### src/hw/rtl/cdq_pkg.sv
// ----------------------------------------------------------------------------
// cdq_pkg: shared definitions for the circular deque
// Field widths, operation codes, state machine and status types.
// ----------------------------------------------------------------------------
`default_nettype none

package cdq_pkg;

    localparam int MAX_SLOTS_DEF = 1024;
    localparam int ELEM_BITS_DEF = 32;

    localparam int FUNC_W  = 3;
    localparam int VALUE_W = 32;
    localparam int CFG_W   = 11;

    localparam logic [CFG_W-1:0] CAP_RESET = 11'd1024;

    typedef enum logic [FUNC_W-1:0] {
        FN_INS_FRONT = 3'd0,
        FN_INS_REAR  = 3'd1,
        FN_DEL_FRONT = 3'd2,
        FN_DEL_REAR  = 3'd3,
        FN_QUERY     = 3'd4
    } t_func;

    typedef enum logic {
        ST_IDLE = 1'b0,
        ST_RESP = 1'b1
    } t_state;

    typedef struct packed {
        logic ok;
        logic empty;
        logic full;
    } t_status;

endpackage

`default_nettype wire

### src/hw/rtl/cdq_ptr.sv
// ----------------------------------------------------------------------------
// cdq_ptr: head, tail and count bookkeeping of the deque
// Decodes one operation, moves the pointers with wrap at the capacity in use.
// ----------------------------------------------------------------------------
`default_nettype none

module cdq_ptr #(
    parameter int MAX_SLOTS = cdq_pkg::MAX_SLOTS_DEF,
    localparam int AW = (MAX_SLOTS > 1) ? $clog2(MAX_SLOTS) : 1,
    localparam int CW = $clog2(MAX_SLOTS + 1)
) (
    input  wire logic                        i_clk,
    input  wire logic                        i_rst_n,
    input  wire logic                        i_cfg_we,
    input  wire logic [cdq_pkg::CFG_W-1:0]   i_cfg_data,
    input  wire logic                        i_step,
    input  wire logic [cdq_pkg::FUNC_W-1:0]  i_func,
    output logic                             o_wr_en,
    output logic      [AW-1:0]               o_wr_addr,
    output logic      [AW-1:0]               o_head,
    output logic      [AW-1:0]               o_tail,
    output cdq_pkg::t_status                 o_status
);

    function automatic logic [CW-1:0] eff_cap(input logic [cdq_pkg::CFG_W-1:0] c);
        logic [CW-1:0] r;
        if (c == '0) begin
            r = CW'(1);
        end else if (32'(c) > MAX_SLOTS) begin
            r = CW'(MAX_SLOTS);
        end else begin
            r = CW'(c);
        end
        return r;
    endfunction

    logic [CW-1:0] r_cap;
    logic [AW-1:0] r_head, n_head;
    logic [AW-1:0] r_tail, n_tail;
    logic [CW-1:0] r_count, n_count;

    logic          bad;
    logic [AW-1:0] cur_head, cur_tail;
    logic [CW-1:0] cur_count;
    logic [CW-1:0] head_inc, tail_inc;
    logic [AW-1:0] head_up, head_dn, tail_up, tail_dn;
    logic          ok;

    always_comb begin
        // Pointers outside the ring fall back to an empty deque.
        bad       = (CW'(r_head) >= r_cap) || (CW'(r_tail) >= r_cap) || (r_count > r_cap);
        cur_head  = bad ? '0 : r_head;
        cur_tail  = bad ? '0 : r_tail;
        cur_count = bad ? '0 : r_count;

        head_inc = CW'(cur_head) + CW'(1);
        tail_inc = CW'(cur_tail) + CW'(1);
        head_up  = (head_inc >= r_cap) ? '0 : AW'(head_inc);
        tail_up  = (tail_inc >= r_cap) ? '0 : AW'(tail_inc);
        head_dn  = (cur_head == '0) ? AW'(r_cap - CW'(1)) : cur_head - AW'(1);
        tail_dn  = (cur_tail == '0) ? AW'(r_cap - CW'(1)) : cur_tail - AW'(1);

        ok        = 1'b1;
        n_head    = cur_head;
        n_tail    = cur_tail;
        n_count   = cur_count;
        o_wr_en   = 1'b0;
        o_wr_addr = '0;

        case (cdq_pkg::t_func'(i_func))
            cdq_pkg::FN_INS_FRONT, cdq_pkg::FN_INS_REAR: begin
                if (cur_count >= r_cap) begin
                    ok = 1'b0;
                end else if (cur_count == '0) begin
                    n_head  = '0;
                    n_tail  = '0;
                    n_count = CW'(1);
                    o_wr_en = 1'b1;
                end else if (cdq_pkg::t_func'(i_func) == cdq_pkg::FN_INS_FRONT) begin
                    n_head    = head_dn;
                    n_count   = cur_count + CW'(1);
                    o_wr_en   = 1'b1;
                    o_wr_addr = head_dn;
                end else begin
                    n_tail    = tail_up;
                    n_count   = cur_count + CW'(1);
                    o_wr_en   = 1'b1;
                    o_wr_addr = tail_up;
                end
            end
            cdq_pkg::FN_DEL_FRONT, cdq_pkg::FN_DEL_REAR: begin
                if (cur_count == '0) begin
                    ok = 1'b0;
                end else if (cur_count == CW'(1)) begin
                    n_head  = '0;
                    n_tail  = '0;
                    n_count = '0;
                end else if (cdq_pkg::t_func'(i_func) == cdq_pkg::FN_DEL_FRONT) begin
                    n_head  = head_up;
                    n_count = cur_count - CW'(1);
                end else begin
                    n_tail  = tail_dn;
                    n_count = cur_count - CW'(1);
                end
            end
            default: begin
            end
        endcase

        o_head         = n_head;
        o_tail         = n_tail;
        o_status.ok    = ok;
        o_status.empty = (n_count == '0);
        o_status.full  = (n_count == r_cap);
    end

    always_ff @(posedge i_clk) begin
        if (!i_rst_n) begin
            r_cap   <= eff_cap(cdq_pkg::CAP_RESET);
            r_head  <= '0;
            r_tail  <= '0;
            r_count <= '0;
        end else if (i_cfg_we) begin
            r_cap   <= eff_cap(i_cfg_data);
            r_head  <= '0;
            r_tail  <= '0;
            r_count <= '0;
        end else if (i_step) begin
            r_head  <= n_head;
            r_tail  <= n_tail;
            r_count <= n_count;
        end
    end

    a_count_in_cap: assert property (@(posedge i_clk) disable iff (!i_rst_n)
        r_count <= r_cap)
        else $error("element count exceeds capacity");

    a_head_in_ring: assert property (@(posedge i_clk) disable iff (!i_rst_n)
        (CW'(r_head) < r_cap) && (CW'(r_tail) < r_cap))
        else $error("pointer outside the ring");

    a_cfg_empties: assert property (@(posedge i_clk) disable iff (!i_rst_n)
        i_cfg_we |=> (r_count == '0))
        else $error("capacity write did not empty the deque");

endmodule

`default_nettype wire

### config.mk
export PLATFORM = sky130hd
export DESIGN_NAME = cdq_ptr
export DESIGN_NICKNAME = d
export VERILOG_FILES = /design/src/hw/rtl/cdq_pkg.sv /design/src/hw/rtl/cdq_ptr.sv
export SDC_FILE = /design/constraint.sdc
export NUM_CORES = 1
export LEC_CHECK = 0
export BUFFER_PORTS_ARGS = -buffer_cell sky130_fd_sc_hd__buf_2
export CAP_MARGIN = 20
export CORE_MARGIN = 5
export CORE_UTILIZATION = 30
export CTS_CLUSTER_SIZE = 28
export DETAILED_ROUTE_END_ITERATION = 8
export SYNTH_ARGS = -nofsm -noshare
export SYNTH_HDL_FRONTEND = slang
export SYNTH_SLANG_ARGS = --single-unit
### constraint.sdc
create_clock -name i_clk -period 6.2 [get_ports i_clk]
set_input_delay 0 -clock i_clk [delete_from_list [all_inputs] [get_ports i_clk]]
set_output_delay 0 -clock i_clk [all_outputs]
set_load 0.01 [all_outputs]
# ---- Word level (Yosys, flattened, before mapping)
# Cells that the tools add are included.
dict set report totals {
  in_bits 18
  out_inout_bits 34
  ff_bits 42
  word_cells 71
}
dict set report classes {
  n_bitwise 1
  add_sub_neg 7
  n_reduce_logical 11
  muxes 36
  magnitude_cmp 7
  eq_ne 5
}
# operator count
set ops {}
lappend ops {{2-to-1 mux 10 bit} 22}
lappend ops {{2-to-1 mux 11 bit} 7}
lappend ops {{case mux 10 bit (2 select lines)} 2}
lappend ops {{>= comparator 11 bit} 3}
lappend ops {{logical NOT 11 bit} 3}
lappend ops {{subtractor 10 x 1 -> 10 bit (second input constant)} 3}
lappend ops {{adder 10 x 1 -> 11 bit (second input constant)} 2}
lappend ops {{>= comparator 10 x 11 -> 1 bit} 2}
lappend ops {{case mux 11 bit (2 select lines)} 1}
lappend ops {{logical NOT 10 bit} 2}
lappend ops {{adder 11 x 1 -> 11 bit (second input constant)} 1}
lappend ops {{== test 11 x 1 -> 1 bit (second input constant)} 1}
lappend ops {{== test 11 bit} 1}
lappend ops {{> comparator 11 bit} 1}
lappend ops {{> comparator 11 bit (second input constant)} 1}
lappend ops {{subtractor 11 x 1 -> 11 bit (second input constant)} 1}
lappend ops {{== test 3 x 2 -> 1 bit (second input constant)} 2}
lappend ops {{OR reduction 2 bit} 3}
lappend ops {{== test 3 x 1 -> 1 bit (second input constant)} 1}
lappend ops {{logical NOT 3 bit} 1}
lappend ops {{2-to-1 mux 1 bit} 3}
lappend ops {{logical OR 1 bit} 2}
lappend ops {{case mux 1 bit (2 select lines)} 1}
lappend ops {{inverter 1 bit} 1}

# ---- Depth between registers and ports, before layout
dict set report depth {
  ltp_word 11
  mapped_depth 28
  mapped_depth_nobuf 26
}

# ---- Least setup slack after synthesis
# Ideal clock, no wire load.
dict set report synth_path {
  path_type {flip-flop to flip-flop}
  startpoint {register r_cap[8]}
  endpoint {register r_tail[8]}
  stages_incl_launch_ff 26
  arrival_time_ns 5.472
  setup_time_ns 0.059
  synth_period_minus_slack_ns 5.531
  t_required_ns 6.141
  n_path_buf 1
  path_slack_ns 0.669
  cell_sequence {dfxtp_1 -> inv_1 -> ha_1 -> a21oi_1 -> nor2b_1 -> a2111oi_4 -> o22ai_2 -> nor3_2 -> buf_2 -> nand2_1 -> inv_1 -> ha_1 -> nand3_1 -> or3_1 -> xor2_1 -> nor2_1 -> ha_1 -> a21o_1 -> a21o_1 -> a21oi_1 -> o31ai_1 -> a31oi_1 -> or4b_1 -> o32a_1 -> o21ai_0 -> o21a_1}
}
dict set report synth_via {
  elab_chain_len 11
  word_cells_on_any_way 24
  classes_between {3 x add/sub; 5 x order compare; 1 x eq/ne; 11 x mux; 4 x reduce/logical}
}
# element line_no
set synth_lines {}
lappend synth_lines {{start, declared} cdq_ptr.sv:37} ;# logic [CW-1:0] r_cap;
lappend synth_lines {{start signal, assigned} cdq_ptr.sv:119} ;# r_cap <= eff_cap(cdq_pkg::CAP_RESET);
lappend synth_lines {{start signal, assigned} cdq_ptr.sv:124} ;# r_cap <= eff_cap(i_cfg_data);
lappend synth_lines {{>= comparator 10 x 11 -> 1 bit} cdq_ptr.sv:51} ;# bad = (CW'(r_head) >= r_cap) || (CW'(r_tail) >= r_cap) || (r_count > r_cap);
lappend synth_lines {{logical OR 1 bit (2 in series)} cdq_ptr.sv:51}
lappend synth_lines {{2-to-1 mux 10 bit} cdq_ptr.sv:53} ;# cur_tail = bad ? '0 : r_tail;
lappend synth_lines {{adder 10 x 1 -> 11 bit} cdq_ptr.sv:57} ;# tail_inc = CW'(cur_tail) + CW'(1);
lappend synth_lines {{>= comparator 11 bit} cdq_ptr.sv:59} ;# tail_up = (tail_inc >= r_cap) ? '0 : AW'(tail_inc);
lappend synth_lines {{2-to-1 mux 10 bit} cdq_ptr.sv:59}
lappend synth_lines {{2-to-1 mux 10 bit} cdq_ptr.sv:79} ;# end else if (cdq_pkg::t_func'(i_func) == cdq_pkg::FN_INS_FRONT) begin
lappend synth_lines {{2-to-1 mux 10 bit} cdq_ptr.sv:74} ;# end else if (cur_count == '0) begin
lappend synth_lines {{2-to-1 mux 10 bit} cdq_ptr.sv:72} ;# if (cur_count >= r_cap) begin
lappend synth_lines {{case mux 10 bit (2 select lines) (*)} cdq_ptr.sv:70} ;# case (cdq_pkg::t_func'(i_func))
lappend synth_lines {{via o_tail[8]} cdq_ptr.sv:21} ;# output logic [AW-1:0] o_tail,
lappend synth_lines {{end signal, assigned} cdq_ptr.sv:130} ;# r_tail <= n_tail;
lappend synth_lines {{end, declared} cdq_ptr.sv:39} ;# logic [AW-1:0] r_tail, n_tail;
# Mark *: on every way through the listed nets, which the timed path passes. The rest lies on a longest branch.
# A chain may end at the register's enable or synchronous reset.

# ---- Final worst setup path
dict set report layout_path {
  startpoint {register r_cap[4]}
  endpoint {output o_head[6]}
}
dict set report layout_via {
  elab_chain_len 11
  word_cells_on_any_way 24
  classes_between {3 x add/sub; 5 x order compare; 1 x eq/ne; 11 x mux; 4 x reduce/logical}
}
# element line_no
set layout_lines {}
lappend layout_lines {{>= comparator 10 x 11 -> 1 bit} cdq_ptr.sv:51}
lappend layout_lines {{logical OR 1 bit (2 in series)} cdq_ptr.sv:51}
lappend layout_lines {{2-to-1 mux 10 bit} cdq_ptr.sv:52} ;# cur_head = bad ? '0 : r_head;
lappend layout_lines {{adder 10 x 1 -> 11 bit} cdq_ptr.sv:56} ;# head_inc = CW'(cur_head) + CW'(1);
lappend layout_lines {{>= comparator 11 bit} cdq_ptr.sv:58} ;# head_up = (head_inc >= r_cap) ? '0 : AW'(head_inc);
lappend layout_lines {{2-to-1 mux 10 bit} cdq_ptr.sv:58}
lappend layout_lines {{2-to-1 mux 10 bit} cdq_ptr.sv:98} ;# end else if (cdq_pkg::t_func'(i_func) == cdq_pkg::FN_DEL_FRONT) begin
lappend layout_lines {{2-to-1 mux 10 bit} cdq_ptr.sv:94} ;# end else if (cur_count == CW'(1)) begin
lappend layout_lines {{2-to-1 mux 10 bit} cdq_ptr.sv:92} ;# if (cur_count == '0) begin
lappend layout_lines {{case mux 10 bit (2 select lines) (*)} cdq_ptr.sv:70}
lappend layout_lines {{end, declared} cdq_ptr.sv:20} ;# output logic [AW-1:0] o_head,
# Every way passes the cells marked *; elsewhere a longest branch is shown, timed or not.

==> results.json <==
{
  "clock_latency_ns": 0.31,
  "p_total_mw": 1.376,
  "cts_buffers": 5,
  "grt_overflow": 0,
  "p_clk_frac": 0.237,
  "diodes": 0,
  "synth_edf_count": 0,
  "finalCriticalPeriod_ns": 5.893,
  "maxSlewViolCount": 0,
  "clk_path_buf_depth": 2,
  "start_kind": "flop",
  "yosys_warnings": 0,
  "slew_headroom": 0.4064,
  "synth_nets": 1040,
  "finalSetupTns_ns": 0,
  "routed_via_density": 6.133,
  "cell_internal_pwr_mw": 0.7338,
  "cp.arrival_ns": 5.89,
  "fin_hold_ws_ns": 0.04446,
  "ys.flop_type": "dfxtp_1",
  "min_path_type": "input port to flop",
  "drc": 0,
  "layout.nets": 1096,
  "area_growth_pct": 16.14,
  "leakage_nw": 3.158,
  "htreeDepth": 2,
  "grt_max_degree": 39,
  "grt_pass1_vias": 7122,
  "dp.final_hpwl_mm": 21.49,
  "synth-async-reset-ratio": 0,
  "ys_ff_latch": 42,
  "synth_cell_types": 78,
  "rows": 53,
  "drive_gt1_frac": 0.1483,
  "end_kind": "output pin",
  "wl_mm": 28.09,
  "initial_core_util": 0.3060,
  "drv_cap": 0,
  "fillers": 2249,
  "place.gp.congestion": 1.003,
  "die_area_mm2": 0.02462,
  "tightest_slew_ns": 0.8872,
  "die_h_um": 156.9,
  "drt_iter0_drc": 1097,
  "wl_per_cell_um": 21.95,
  "vias": 7850,
  "dr.pass1.iters": 6,
  "switchingPower_mw": 0.6419,
  "switching_share": 0.4666,
  "grt_pass1_wl_mm": 42.83,
  "fin_skew_ns": 0.01240,
  "cts_tree": "done",
  "clkTransAtPathRegs_ns": 0.06,
  "portBuffers": 51,
  "pwr-share-seq": 0.216,
  "crit_type": "flop to output pin",
  "netlist_instances": 948,
  "ioPinCount": 52,
  "p_per_area_mw_per_mm2": 183.0,
  "worstPathRequired_ns": 6.20,
  "core_area_mm2": 0.02115,
  "cts_root_buffer": "clkbuf_16",
  "syn_area_mm2": 0.006474,
  "combPwrFrac": 0.548,
  "crit_path_max_fanout": 12,
  "die_w_um": 156.9,
  "setup_viol": 0,
  "peakVddDrop_v": 0.0001039,
  "min_period_over_period": 0.9504,
  "antenna_found_initial": 0,
  "syn_avg_cell_area_um2": 6.829,
  "hold_viol_final": 0,
  "rsz0062_at_grt": "false",
  "status": "complete, no violations",
  "grt_usage": 0.2222,
  "ant_nets": 0,
  "numClockSinks": 42,
  "max_freq_mhz": 169.7,
  "ys_seq_area_frac": 0.1299
}
## worst max-delay path, cell delays in order, from the launching register on
cell and delay, ns:
dfxtp_1 0.43, clkinvlp_4 0.26, ha_1 0.37, a21oi_1 0.15, nor2_1 0.06, a211oi_1 0.27
a21oi_2 0.13, nor3_4 0.22, buf_12 0.15, nand2_1 0.12, inv_1 0.13, ha_1 0.25
and3_1 0.25, nand3_1 0.20, nor2_2 0.23, xnor2_1 0.14, nor2_1 0.07, ha_1 0.19
a211oi_1 0.33, o211ai_1 0.18, o31a_2 0.46, nor2_2 0.20, a311oi_1 0.14, o311ai_2 0.42
buf_2 0.21
## layout by cell type (no fill, tap or decap), drive strengths merged, types with 5 or more instances in the layout
master	count
clkbuf	5
dlygate4sd3	7
xnor2	32
o21ai	56
dfxtp	42
a21o	12
ha	74
a22oi	6
or2	7
buf	108
nor2b	9
a21oi	71
and3	10
nor4	16
o211ai	16
o22ai	10
o31ai	6
nand2b	9
nor3	40
xor2	12
nand2	106
o221ai	6
nor2	96
o21a	12
mux2i	7
a211oi	20
nand3	42
a31oi	18
or3	7
nand4	16
inv	35
and2	20
## Yosys cell counts (9+ instances only)
master / number / area, µm²
nand4_1: 16 / 100.1
nor2b_1: 9 / 56.30
o21ai_0: 54 / 270.3
nor2_1: 96 / 360.4
nor4_1: 13 / 81.33
inv_1: 36 / 135.1
and2_1: 20 / 125.1
dfxtp_1: 42 / 840.8
ha_1: 74 / 925.9
nand2_1: 106 / 397.9
a21oi_1: 69 / 345.3
nand3_1: 42 / 210.2
xnor2_1: 32 / 280.3
a211oi_1: 19 / 142.6
a21o_1: 12 / 90.09
nand2b_1: 9 / 56.30
buf_2: 11 / 55.05
and3_1: 10 / 62.56
nor3_1: 39 / 195.2
xor2_1: 12 / 105.1
clkbuf_1: 50 / 187.7
a31oi_1: 18 / 112.6
o211ai_1: 16 / 120.1
o21a_1: 12 / 90.09
## what timing repair did
item	CTS	global route
setup buffers	0	7
resized for setup	1	8
pin swaps	0	1
endpoints found under the hold margin	9	0
hold buffers	7	0
setup endpoints to repair	1	26
## registers in the layout, summed over array words and instances, names as in the netlist
signal,count
r_count,11
r_cap,11
r_head,10
r_tail,10
## area by class of cell
type,instances,area (µm²),area share
clock buffer,5,125.1,0.01664
multi-input combinational,803,5254,0.6988
timing repair buffer,115,765.7,0.1018
tap,275,344.1,0.04576
clock inverter,3,45.04,0.005991
inverter,37,142.6,0.01897
sequential,42,842.1,0.1120
## metal layers
metal | vias to the layer above | part of all wire | wire [µm] | global-route usage
met5 | - | 0 | 0 | 0
li1 | 3607 | - | - | -
met3 | 111 | 0.099 | 2777 | 0.04234
met1 | 3639 | 0.42 | 11770 | 0.3048
met4 | 0 | 0.051 | 1426 | 0.09380
met2 | 493 | 0.43 | 12110 | 0.3412
## per-stage QoR
step / utilization / std cells / setup WS (ns) / cell area [µm²]
after floorplan: - / 948 / 0.6691 / 6474
after global placement: 0.3395 / 1257 / 0.3132 / 7182
after detailed placement: 0.3395 / 1257 / 0.2595 / 7182
after CTS: 0.3512 / 1272 / 0.1347 / 7430
after global routing: 0.3554 / 1280 / 0.003592 / 7518
final: 0.3554 / 1280 / 0.3074 / 7518
## power groups by stage
stage / Clock, mW / Sequential, mW / Combinational [mW]
floorplan: 0 / 0.295 / 0.475
global placement: 0 / 0.302 / 0.715
detailed placement: 0 / 0.302 / 0.709
CTS: 0.327 / 0.296 / 0.718
global route: 0.339 / 0.297 / 0.801
finish: 0.326 / 0.297 / 0.754
## worst paths after layout
kind,from,endpoint,slack [ns],cells after the start
max,r_cap[4],o_head[6],0.31,24
min,i_cfg_data[8],r_cap[8],0.04,4
max reg2reg,r_cap[4],r_head[6],0.56,25
min reg2reg,r_head[0],r_head[0],0.60,2
## cells by family after synthesis
| kind of cell | Yosys count | synth area share |
|---|---|---|
| AO/OA/AOI/OAI | 282 | 0.2934 |
| multiplexers | 7 | 0.01082 |
| flip-flops | 42 | 0.1299 |
| buffers and inverters | 103 | 0.06359 |
| AND/OR/NAND/NOR | 396 | 0.2998 |
| XOR/XNOR | 44 | 0.05953 |
| adder cells (fa/ha/maj) | 74 | 0.1430 |
No activity file was read; power rests on OpenSTA's default activity.
